$ cat config.mk
export PLATFORM = sky130hd
export DESIGN_NAME = led_blink_mode_controller
export DESIGN_NICKNAME = d
export VERILOG_FILES = /design/src/rtl/core/lbmc_pkg.sv /design/src/rtl/core/lbmc_tick_conv.sv /design/src/rtl/core/lbmc_core.sv /design/src/rtl/core/led_blink_mode_controller.sv
export VERILOG_INCLUDE_DIRS = /design/src /design/src/rtl/core
export SDC_FILE = /design/constraint.sdc
export NUM_CORES = 2
export LEC_CHECK = 0
export BUFFER_PORTS_ARGS = -buffer_cell sky130_fd_sc_hd__buf_2
export CORE_MARGIN = 10
export CORE_UTILIZATION = 40
export CTS_CLUSTER_DIAMETER = 50
export DETAILED_ROUTE_END_ITERATION = 7
export HOLD_SLACK_MARGIN = 0.05
export PLACE_DENSITY = 0.56
export SLEW_MARGIN = 30
export SYNTH_ARGS = -nofsm -noshare
export SYNTH_HDL_FRONTEND = slang
export SYNTH_SLANG_ARGS = --single-unit
export TNS_END_PERCENT = 100
$ cat constraint.sdc
create_clock -name clk -period 14.6 [get_ports clk]
set_input_delay 2.92 -clock clk [delete_from_list [all_inputs] [get_ports clk]]
set_output_delay 2.92 -clock clk [all_outputs]
set_load 0.01 [all_outputs]
$ cat src/rtl/core/assert_macros.svh
// Assertion macros used by the LED blink controller RTL (lbmc_core).
// Each macro expects clk and arst_n to exist in the including module.
`ifndef ASSERT_MACROS_SVH
`define ASSERT_MACROS_SVH

// Same-cycle implication, disabled during reset.
`define LBMC_ASSERT_IMP(lbl, ante, cons) \
	lbl: assert property (@(posedge clk) disable iff (!arst_n) (ante) |-> (cons)) \
		else $error("lbmc: implication check failed");

// Next-cycle implication, disabled during reset.
`define LBMC_ASSERT_NEXT(lbl, ante, cons) \
	lbl: assert property (@(posedge clk) disable iff (!arst_n) (ante) |=> (cons)) \
		else $error("lbmc: next-cycle check failed");

// Invariant that holds at every clock edge outside reset.
`define LBMC_ASSERT_ALWAYS(lbl, cond) \
	lbl: assert property (@(posedge clk) disable iff (!arst_n) (cond)) \
		else $error("lbmc: invariant check failed");

`endif

$ cat src/rtl/core/lbmc_pkg.sv
// Types and constants for the LED blink mode controller.
// No dependencies; used by every module in rtl/core.
`timescale 1ns / 1ps

package lbmc_pkg;

	localparam int LEVELS_W = 7;

	typedef enum logic [1:0] {
		REQ_TICK    = 2'd0,
		REQ_SET     = 2'd1,
		REQ_OVR_ON  = 2'd2,
		REQ_OVR_OFF = 2'd3
	} req_e;

	localparam logic [2:0] MODE_OFF    = 3'd0;
	localparam logic [2:0] MODE_SLOW   = 3'd1;
	localparam logic [2:0] MODE_NORMAL = 3'd2;
	localparam logic [2:0] MODE_FAST   = 3'd3;
	localparam logic [2:0] MODE_ON     = 3'd4;

	localparam logic [31:0] NO_TIMEOUT = 32'hFFFF_FFFF;
	localparam logic [25:0] OVR_MAX    = 26'h3FF_FFFF;

	// input word
	typedef struct packed {
		req_e        req_type;
		logic [2:0]  led_index;
		logic [2:0]  mode;
		logic [31:0] timeout_ms;
	} cmd_t;

	// result word
	typedef struct packed {
		logic [LEVELS_W-1:0] led_levels;
		logic                override_active;
		logic                rejected;
	} status_t;

	// command with its timeout already converted to ticks
	typedef struct packed {
		req_e        req_type;
		logic [2:0]  led_index;
		logic [2:0]  mode;
		logic        no_timeout;
		logic [31:0] ticks;
		logic [25:0] ovr_ticks;
	} conv_cmd_t;

endpackage

$ cat src/rtl/core/lbmc_tick_conv.sv
// Converts the millisecond timeout of each command word to ticks (divide by TICK_MS).
// Three-stage pipeline: input reg, reciprocal multiply, correction. Uses lbmc_pkg.
`timescale 1ns / 1ps

module lbmc_tick_conv #(
	parameter int TICK_MS = 125
) (
	input  logic                clk,
	input  logic                arst_n,
	input  logic                cmd_valid,
	output logic                cmd_ready,
	input  lbmc_pkg::cmd_t      cmd,
	output logic                conv_valid,
	input  logic                conv_ready,
	output lbmc_pkg::conv_cmd_t conv
);

	localparam int DW = $clog2(TICK_MS + 1);
	localparam int RW = 32 + DW;
	// floor((2^32-1)/D): quotient estimate is low by at most two
	localparam logic [31:0] RECIP  = 32'(64'hFFFF_FFFF / TICK_MS);
	localparam logic [RW-1:0] DIV1 = RW'(TICK_MS);
	localparam logic [RW-1:0] DIV2 = RW'(2 * TICK_MS);

	logic           valid_s1, valid_s2, valid_s3;
	logic           ready_s1, ready_s2, ready_s3;
	lbmc_pkg::cmd_t item_s1, item_s2;
	logic [31:0]    q0_s2;
	logic [63:0]    prod;
	logic [RW-1:0]  qd, rem;
	logic [31:0]    quot;
	lbmc_pkg::conv_cmd_t conv_n;

	assign ready_s3  = !valid_s3 || conv_ready;
	assign ready_s2  = !valid_s2 || ready_s3;
	assign ready_s1  = !valid_s1 || ready_s2;
	assign cmd_ready = ready_s1;

	assign prod = 64'(item_s1.timeout_ms) * 64'(RECIP);

	always_comb begin
		qd  = RW'(q0_s2) * DIV1;
		rem = RW'(item_s2.timeout_ms) - qd;
		if (rem >= DIV2) begin
			quot = q0_s2 + 32'd2;
		end else if (rem >= DIV1) begin
			quot = q0_s2 + 32'd1;
		end else begin
			quot = q0_s2;
		end
		conv_n.req_type   = item_s2.req_type;
		conv_n.led_index  = item_s2.led_index;
		conv_n.mode       = item_s2.mode;
		conv_n.no_timeout = (item_s2.timeout_ms == lbmc_pkg::NO_TIMEOUT);
		conv_n.ticks      = quot;
		conv_n.ovr_ticks  = (quot > 32'(lbmc_pkg::OVR_MAX)) ? lbmc_pkg::OVR_MAX : quot[25:0];
	end

	always_ff @(posedge clk or negedge arst_n) begin
		if (!arst_n) begin
			valid_s1 <= 1'b0;
			valid_s2 <= 1'b0;
			valid_s3 <= 1'b0;
		end else begin
			if (ready_s1) valid_s1 <= cmd_valid;
			if (ready_s2) valid_s2 <= valid_s1;
			if (ready_s3) valid_s3 <= valid_s2;
		end
	end

	always_ff @(posedge clk) begin
		if (ready_s1 && cmd_valid) item_s1 <= cmd;
		if (ready_s2 && valid_s1) begin
			item_s2 <= item_s1;
			q0_s2   <= prod[63:32];
		end
		if (ready_s3 && valid_s2) conv <= conv_n;
	end

	assign conv_valid = valid_s3;

endmodule

$ cat src/rtl/core/lbmc_core.sv
// LED state: modes, levels, timeouts, saved copy, override and tick phase.
// One command per cycle unless status is held; holds the status word. Uses lbmc_pkg.
`timescale 1ns / 1ps
`include "assert_macros.svh"

module lbmc_core #(
	parameter int NUM_LEDS = 7
) (
	input  logic                clk,
	input  logic                arst_n,
	input  logic                conv_valid,
	output logic                conv_ready,
	input  lbmc_pkg::conv_cmd_t conv,
	output logic                status_valid,
	input  logic                status_ready,
	output lbmc_pkg::status_t   status
);

	localparam int NV = (NUM_LEDS < lbmc_pkg::LEVELS_W) ? NUM_LEDS : lbmc_pkg::LEVELS_W;

	logic [2:0]  mode_q   [NUM_LEDS];
	logic        level_q  [NUM_LEDS];
	logic [31:0] ticks_q  [NUM_LEDS];
	logic [2:0]  smode_q  [NUM_LEDS];
	logic        slevel_q [NUM_LEDS];
	logic [31:0] sticks_q [NUM_LEDS];
	logic        on_q;
	logic [25:0] oticks_q;
	logic [2:0]  phase_q;

	logic [2:0]  mode_n   [NUM_LEDS];
	logic        level_n  [NUM_LEDS];
	logic [31:0] ticks_n  [NUM_LEDS];
	logic [2:0]  smode_n  [NUM_LEDS];
	logic        slevel_n [NUM_LEDS];
	logic [31:0] sticks_n [NUM_LEDS];
	logic        on_n;
	logic [25:0] oticks_n;
	logic [2:0]  phase_n;
	logic        rej_n;
	logic        restore;
	logic        acc;
	logic [lbmc_pkg::LEVELS_W-1:0] levels_n, levels_cur;
	logic        status_valid_q;
	lbmc_pkg::status_t status_q;

	assign conv_ready = !status_valid_q || status_ready;
	assign acc        = conv_valid && conv_ready;

	always_comb begin
		mode_n   = mode_q;
		level_n  = level_q;
		ticks_n  = ticks_q;
		smode_n  = smode_q;
		slevel_n = slevel_q;
		sticks_n = sticks_q;
		on_n     = on_q;
		oticks_n = oticks_q;
		phase_n  = phase_q;
		rej_n    = 1'b0;
		restore  = 1'b0;
		if (acc) begin
			case (conv.req_type)
				lbmc_pkg::REQ_TICK: begin
					for (int i = 0; i < NUM_LEDS; i++) begin
						case (mode_q[i])
							lbmc_pkg::MODE_OFF:    level_n[i] = 1'b1;
							lbmc_pkg::MODE_SLOW:   if (phase_q == 3'd0) level_n[i] = !level_q[i];
							lbmc_pkg::MODE_NORMAL: if (phase_q[1:0] == 2'd0) level_n[i] = !level_q[i];
							lbmc_pkg::MODE_FAST:   level_n[i] = !level_q[i];
							lbmc_pkg::MODE_ON:     level_n[i] = 1'b0;
							default:               level_n[i] = level_q[i];
						endcase
						if (ticks_q[i] != lbmc_pkg::NO_TIMEOUT) begin
							ticks_n[i] = ticks_q[i] - 32'd1;
							// wrap from zero: timeout expired
							if (ticks_q[i] == 32'd0) mode_n[i] = lbmc_pkg::MODE_OFF;
						end
					end
					if (oticks_q != 26'd0) begin
						oticks_n = oticks_q - 26'd1;
						if (oticks_q == 26'd1 && on_q) restore = 1'b1;
					end
					phase_n = phase_q + 3'd1;
				end
				lbmc_pkg::REQ_SET: begin
					if (int'(conv.led_index) >= NUM_LEDS) begin
						rej_n = 1'b1;
					end else begin
						for (int i = 0; i < NUM_LEDS; i++) begin
							if (int'(conv.led_index) == i) begin
								if (on_q) begin
									smode_n[i] = conv.mode;
									if (!conv.no_timeout) sticks_n[i] = conv.ticks;
								end else begin
									mode_n[i] = conv.mode;
									if (!conv.no_timeout) ticks_n[i] = conv.ticks;
								end
							end
						end
					end
				end
				lbmc_pkg::REQ_OVR_ON: begin
					oticks_n = conv.no_timeout ? 26'd0 : conv.ovr_ticks;
					if (!on_q) begin
						smode_n  = mode_q;
						slevel_n = level_q;
						sticks_n = ticks_q;
					end
					for (int i = 0; i < NUM_LEDS; i++) begin
						level_n[i] = 1'b0;
						mode_n[i]  = conv.mode;
						if (!conv.no_timeout) ticks_n[i] = conv.ticks;
					end
					on_n = 1'b1;
				end
				lbmc_pkg::REQ_OVR_OFF: begin
					if (on_q) restore = 1'b1;
				end
				default: begin
				end
			endcase
		end
		if (restore) begin
			mode_n   = smode_q;
			level_n  = slevel_q;
			ticks_n  = sticks_q;
			on_n     = 1'b0;
			oticks_n = 26'd0;
		end
	end

	always_comb begin
		levels_n   = '0;
		levels_cur = '0;
		for (int i = 0; i < NV; i++) begin
			levels_n[i]   = level_n[i];
			levels_cur[i] = level_q[i];
		end
	end

	always_ff @(posedge clk or negedge arst_n) begin
		if (!arst_n) begin
			for (int i = 0; i < NUM_LEDS; i++) begin
				mode_q[i]   <= (i == 0) ? lbmc_pkg::MODE_NORMAL : lbmc_pkg::MODE_OFF;
				level_q[i]  <= 1'b0;
				ticks_q[i]  <= lbmc_pkg::NO_TIMEOUT;
				smode_q[i]  <= 3'd0;
				slevel_q[i] <= 1'b0;
				sticks_q[i] <= 32'd0;
			end
			on_q           <= 1'b0;
			oticks_q       <= 26'd0;
			phase_q        <= 3'd0;
			status_valid_q <= 1'b0;
		end else begin
			mode_q   <= mode_n;
			level_q  <= level_n;
			ticks_q  <= ticks_n;
			smode_q  <= smode_n;
			slevel_q <= slevel_n;
			sticks_q <= sticks_n;
			on_q     <= on_n;
			oticks_q <= oticks_n;
			phase_q  <= phase_n;
			if (conv_ready) status_valid_q <= conv_valid;
		end
	end

	always_ff @(posedge clk) begin
		if (acc) begin
			status_q.led_levels      <= levels_n;
			status_q.override_active <= on_n;
			status_q.rejected        <= rej_n;
		end
	end

	assign status_valid = status_valid_q;
	assign status       = status_q;

	`LBMC_ASSERT_ALWAYS(a_ovr_cnt_idle, on_q || (oticks_q == 26'd0))
	`LBMC_ASSERT_IMP(a_status_ovr, status_valid_q, status_q.override_active == on_q)
	`LBMC_ASSERT_IMP(a_status_lvl, status_valid_q, status_q.led_levels == levels_cur)
	`LBMC_ASSERT_NEXT(a_phase_step, acc && (conv.req_type == lbmc_pkg::REQ_TICK),
		phase_q == 3'($past(phase_q) + 3'd1))

endmodule

$ cat src/rtl/core/led_blink_mode_controller.sv
// LED blink mode controller: one status word per command word, in order.
// Registered path: input reg, multiply, correction, then the status register in lbmc_core.
// Throughput: one command per cycle; a held status word stalls only once the pipe is full.
// Reset (arst_n low, async): LED0 normal, others off, no timeouts, override off, phase 0.
// Depends on lbmc_pkg, lbmc_tick_conv, lbmc_core.
`timescale 1ns / 1ps

module led_blink_mode_controller #(
	parameter int NUM_LEDS = 7,
	parameter int TICK_MS  = 125
) (
	input  logic              clk,
	input  logic              arst_n,
	input  logic              cmd_valid,
	output logic              cmd_ready,
	input  lbmc_pkg::cmd_t    cmd,
	output logic              status_valid,
	input  logic              status_ready,
	output lbmc_pkg::status_t status
);

	logic                conv_valid;
	logic                conv_ready;
	lbmc_pkg::conv_cmd_t conv;

	lbmc_tick_conv #(
		.TICK_MS(TICK_MS)
	) u_conv (
		.clk       (clk),
		.arst_n    (arst_n),
		.cmd_valid (cmd_valid),
		.cmd_ready (cmd_ready),
		.cmd       (cmd),
		.conv_valid(conv_valid),
		.conv_ready(conv_ready),
		.conv      (conv)
	);

	lbmc_core #(
		.NUM_LEDS(NUM_LEDS)
	) u_core (
		.clk         (clk),
		.arst_n      (arst_n),
		.conv_valid  (conv_valid),
		.conv_ready  (conv_ready),
		.conv        (conv),
		.status_valid(status_valid),
		.status_ready(status_ready),
		.status      (status)
	);

endmodule

==> results.md <==
* # IOs at 55
* Setup violators final at 0
* Worst setup EP type: flip-flop
* Hold Fails Final Rpt at 0
* Final worst path period need at 9670 ps
* RSZ-0062 raised after global routing: false
* Max Buffers Root-to-Sink at 3
* Buf+Inv Stages, Crit Path at 2
* CTS clk-pin slew, worst paths at 60 ps
* Synth area leader: dfrtp_1
* Slew Limit Headroom at 30.2%
* Leading cell type in the layout, fill and taps excluded: inv_1
* Worst slack, placed at 4940 ps
* First-pass GRT wire length at 260000 µm
* Gr usage total at 21.7%
* CTS tree: done
* Root buf cell: clkbuf_16
* Core area at 135000 µm²
* CP peak stage delay at 610 ps
* Reg area at 19100 µm²
* Final period util at 66.2%
* Pins Over Slew Limit at 0
* Data arrival, critical path at 10100 ps
* Share of the synthesized area in the top cell type at 14.4%
* Layout filler cell count at 13.1k
* Routed len/inst at 21.5 µm
* Routed wire length at 167000 µm
* Crit path max-delay family: compound AO/OA/AOI/OAI gates
* Area Overhead vs Synth at 10.5%
* Antenna Nets Post-Route at 0
* Post-synth cell types at 93
* DR DRC count at 0
* IO buf count at 54
* Sequential area share after synthesis at 35.1%
* Initial DRC count at 3487
* Htree depth at 3
* Final WS setup at 4930 ps
* Detailed Place HPWL at 119000 µm
* Via count at 43.6k
* Row cnt at 135
* Resize count post-CTS at 0
* Initial DRT Pass Iterations at 6
* Util after Layout at 44.3%
* Pin count of the biggest net entering global routing at 148
* Hold crit path type: flip-flop to flip-flop
* #FFs+latches synth at 715
* Initial antenna violation count at 3
* Post-CTS Hold Buffers at 0
* Outcome: completed
* Slew @ Worst Pin at 1040 ps
* Leading cell types in the layout, fill and taps excluded: inv_1, o21ai_0, a21oi_1
* Area contributors post-synth: dfrtp_1, fa_1, dfstp_2
* Vias/cell at 5.62
* Post-synth EDFFs at 177
* DIE AREA at 151000 µm²
* Total Neg Setup Slack at 0 ps
* Nets at 6711
* Async set or reset register ratio after synthesis at 75.2%
* CTS Buf Count at 102
* Critical path startpoint category: flip-flop
* Max_cap viols at 0
* Syn nets at 6794
* Setup Skew at 47.7 ps
* Starting Density at 40.1%
* Number of global-route vias before repair at 43.1k
* Placer Congestion at 0.887
* Mean post-synth cell area at 9.11 µm²
* Primary FF master, synth: dfrtp_1
* CP Max Fanout at 11
* Area of the multi-input gates at 31400 µm²
* Cell mode on critical path: fa_1
* Grt total ovfl at 0
* CTS Sinks at 715
* Cells after Synth at 5955
* Critical path class: flip-flop to flip-flop
* CP max-delay cell: o41ai_1
* Yosys warning count at 0
* Fraction of layout cells with a size suffix above 1 at 10.1%
* Post-CTS setup buffers at 0
* Clk_lat worst skew at 740 ps
* WP data required at 15030 ps
* Highest Clock Rate at 0.103 GHz
* Syn Std Cell Area at 54200 µm²
* Die height at 388 µm
* DIE WIDTH at 388 µm
## flip-flops by register name (all words and copies together) (netlist names), 3 cells and up
register / count
u_core.status: 9
u_conv.q0_s2: 26
u_core.oticks_q: 26
u_conv.item_s1: 40
u_core.mode_q: 21
u_core.sticks_q: 224
u_core.ticks_q: 224
u_conv.item_s2: 32
u_core.smode_q: 21
u_core.level_q: 7
u_core.phase_q: 3
u_conv.conv_n: 8
u_conv.conv: 62
u_core.slevel_q: 7
## kinds of logic (layout without fill, tap and decap cells)
family | count (synthesis) | count (layout) | share of synthesized area (%)
compound gates | 1655 | 1655 | 17.8
buf+inv | 1033 | 1040 | 7.22
xor+xnor | 156 | 156 | 2.52
simple gates | 1582 | 1582 | 13.8
mux | 19 | 19 | 0.383
flops | 715 | 715 | 35.1
fa+ha+maj | 795 | 795 | 23.1
other cells | 0 | 2 | 0
## area by class of cell
class	count	area share, %
Antenna cell	2	0.00835
Clock buffer	124	4.50
Clock inverter	70	1.58
Inverter	731	4.58
Multi-Input combinational cell	4207	52.5
Sequential cell	715	31.8
Tap cell	1781	3.72
Timing Repair Buffer	115	1.31
## cell usage after synthesis, drive strengths merged, types with 25 or more instances
cell      n
ha      452
a31oi    30
dfrtp   313
nor2    421
and3     26
or3      39
edfxtp  177
dfstp   225
fa      343
a221oi   80
nand4    97
nand3    93
buf      25
and2     40
a211oi   68
a32oi    26
o31ai    28
xor2     59
nor2b    60
clkbuf  277
nor3    136
a21oi   603
nand2b   54
a21o     40
nand2   478
inv     729
nor4     77
o21ai   606
xnor2    97
## layer usage
metal,up-vias,track usage [%],part of all wire [%]
met5,-,0,0.0078
met4,2,8.06,3.9
met3,301,2.77,4.6
met2,1184,36.7,48
met1,21600,28.3,43
li1,20500,-,-
## final timing paths
kind / from / to / slack [ps] / cells past startpoint
hold reg to reg: u_conv.conv_n[66]$_DFFE_PP_ / u_conv.conv[66]$_DFFE_PP_ / 390 / 0
max in group asynchronous: arst_n / u_core.sticks_q[223]$_DFFE_PN0P_ / 10370 / 3
hold / removal: u_conv.conv_n[66]$_DFFE_PP_ / u_conv.conv[66]$_DFFE_PP_ / 390 / 0
min in group asynchronous: arst_n / u_core.sticks_q[37]$_DFFE_PN0P_ / 2190 / 1
setup reg to reg: u_conv.q0_s2[0]$_DFFE_PP_ / u_conv.conv[25]$_SDFFCE_PN1P_ / 4930 / 29
setup / recovery: u_conv.q0_s2[0]$_DFFE_PP_ / u_conv.conv[25]$_SDFFCE_PN1P_ / 4930 / 29
## stage by stage
step | cell area (µm²) | instances | hold WS (ps)
5_1_grt | 59900 | 7743 | 407
3_5_place_dp | 56200 | 7548 | 405
6_report | 59900 | 7745 | 394
4_1_cts | 59800 | 7742 | 395
3_3_place_gp | 56200 | 7548 | 406
2_1_floorplan | 54200 | 5955 | 400
Power is not shown: default switching activity piles up to over one toggle a cycle in this logic, so the estimate is an artifact.
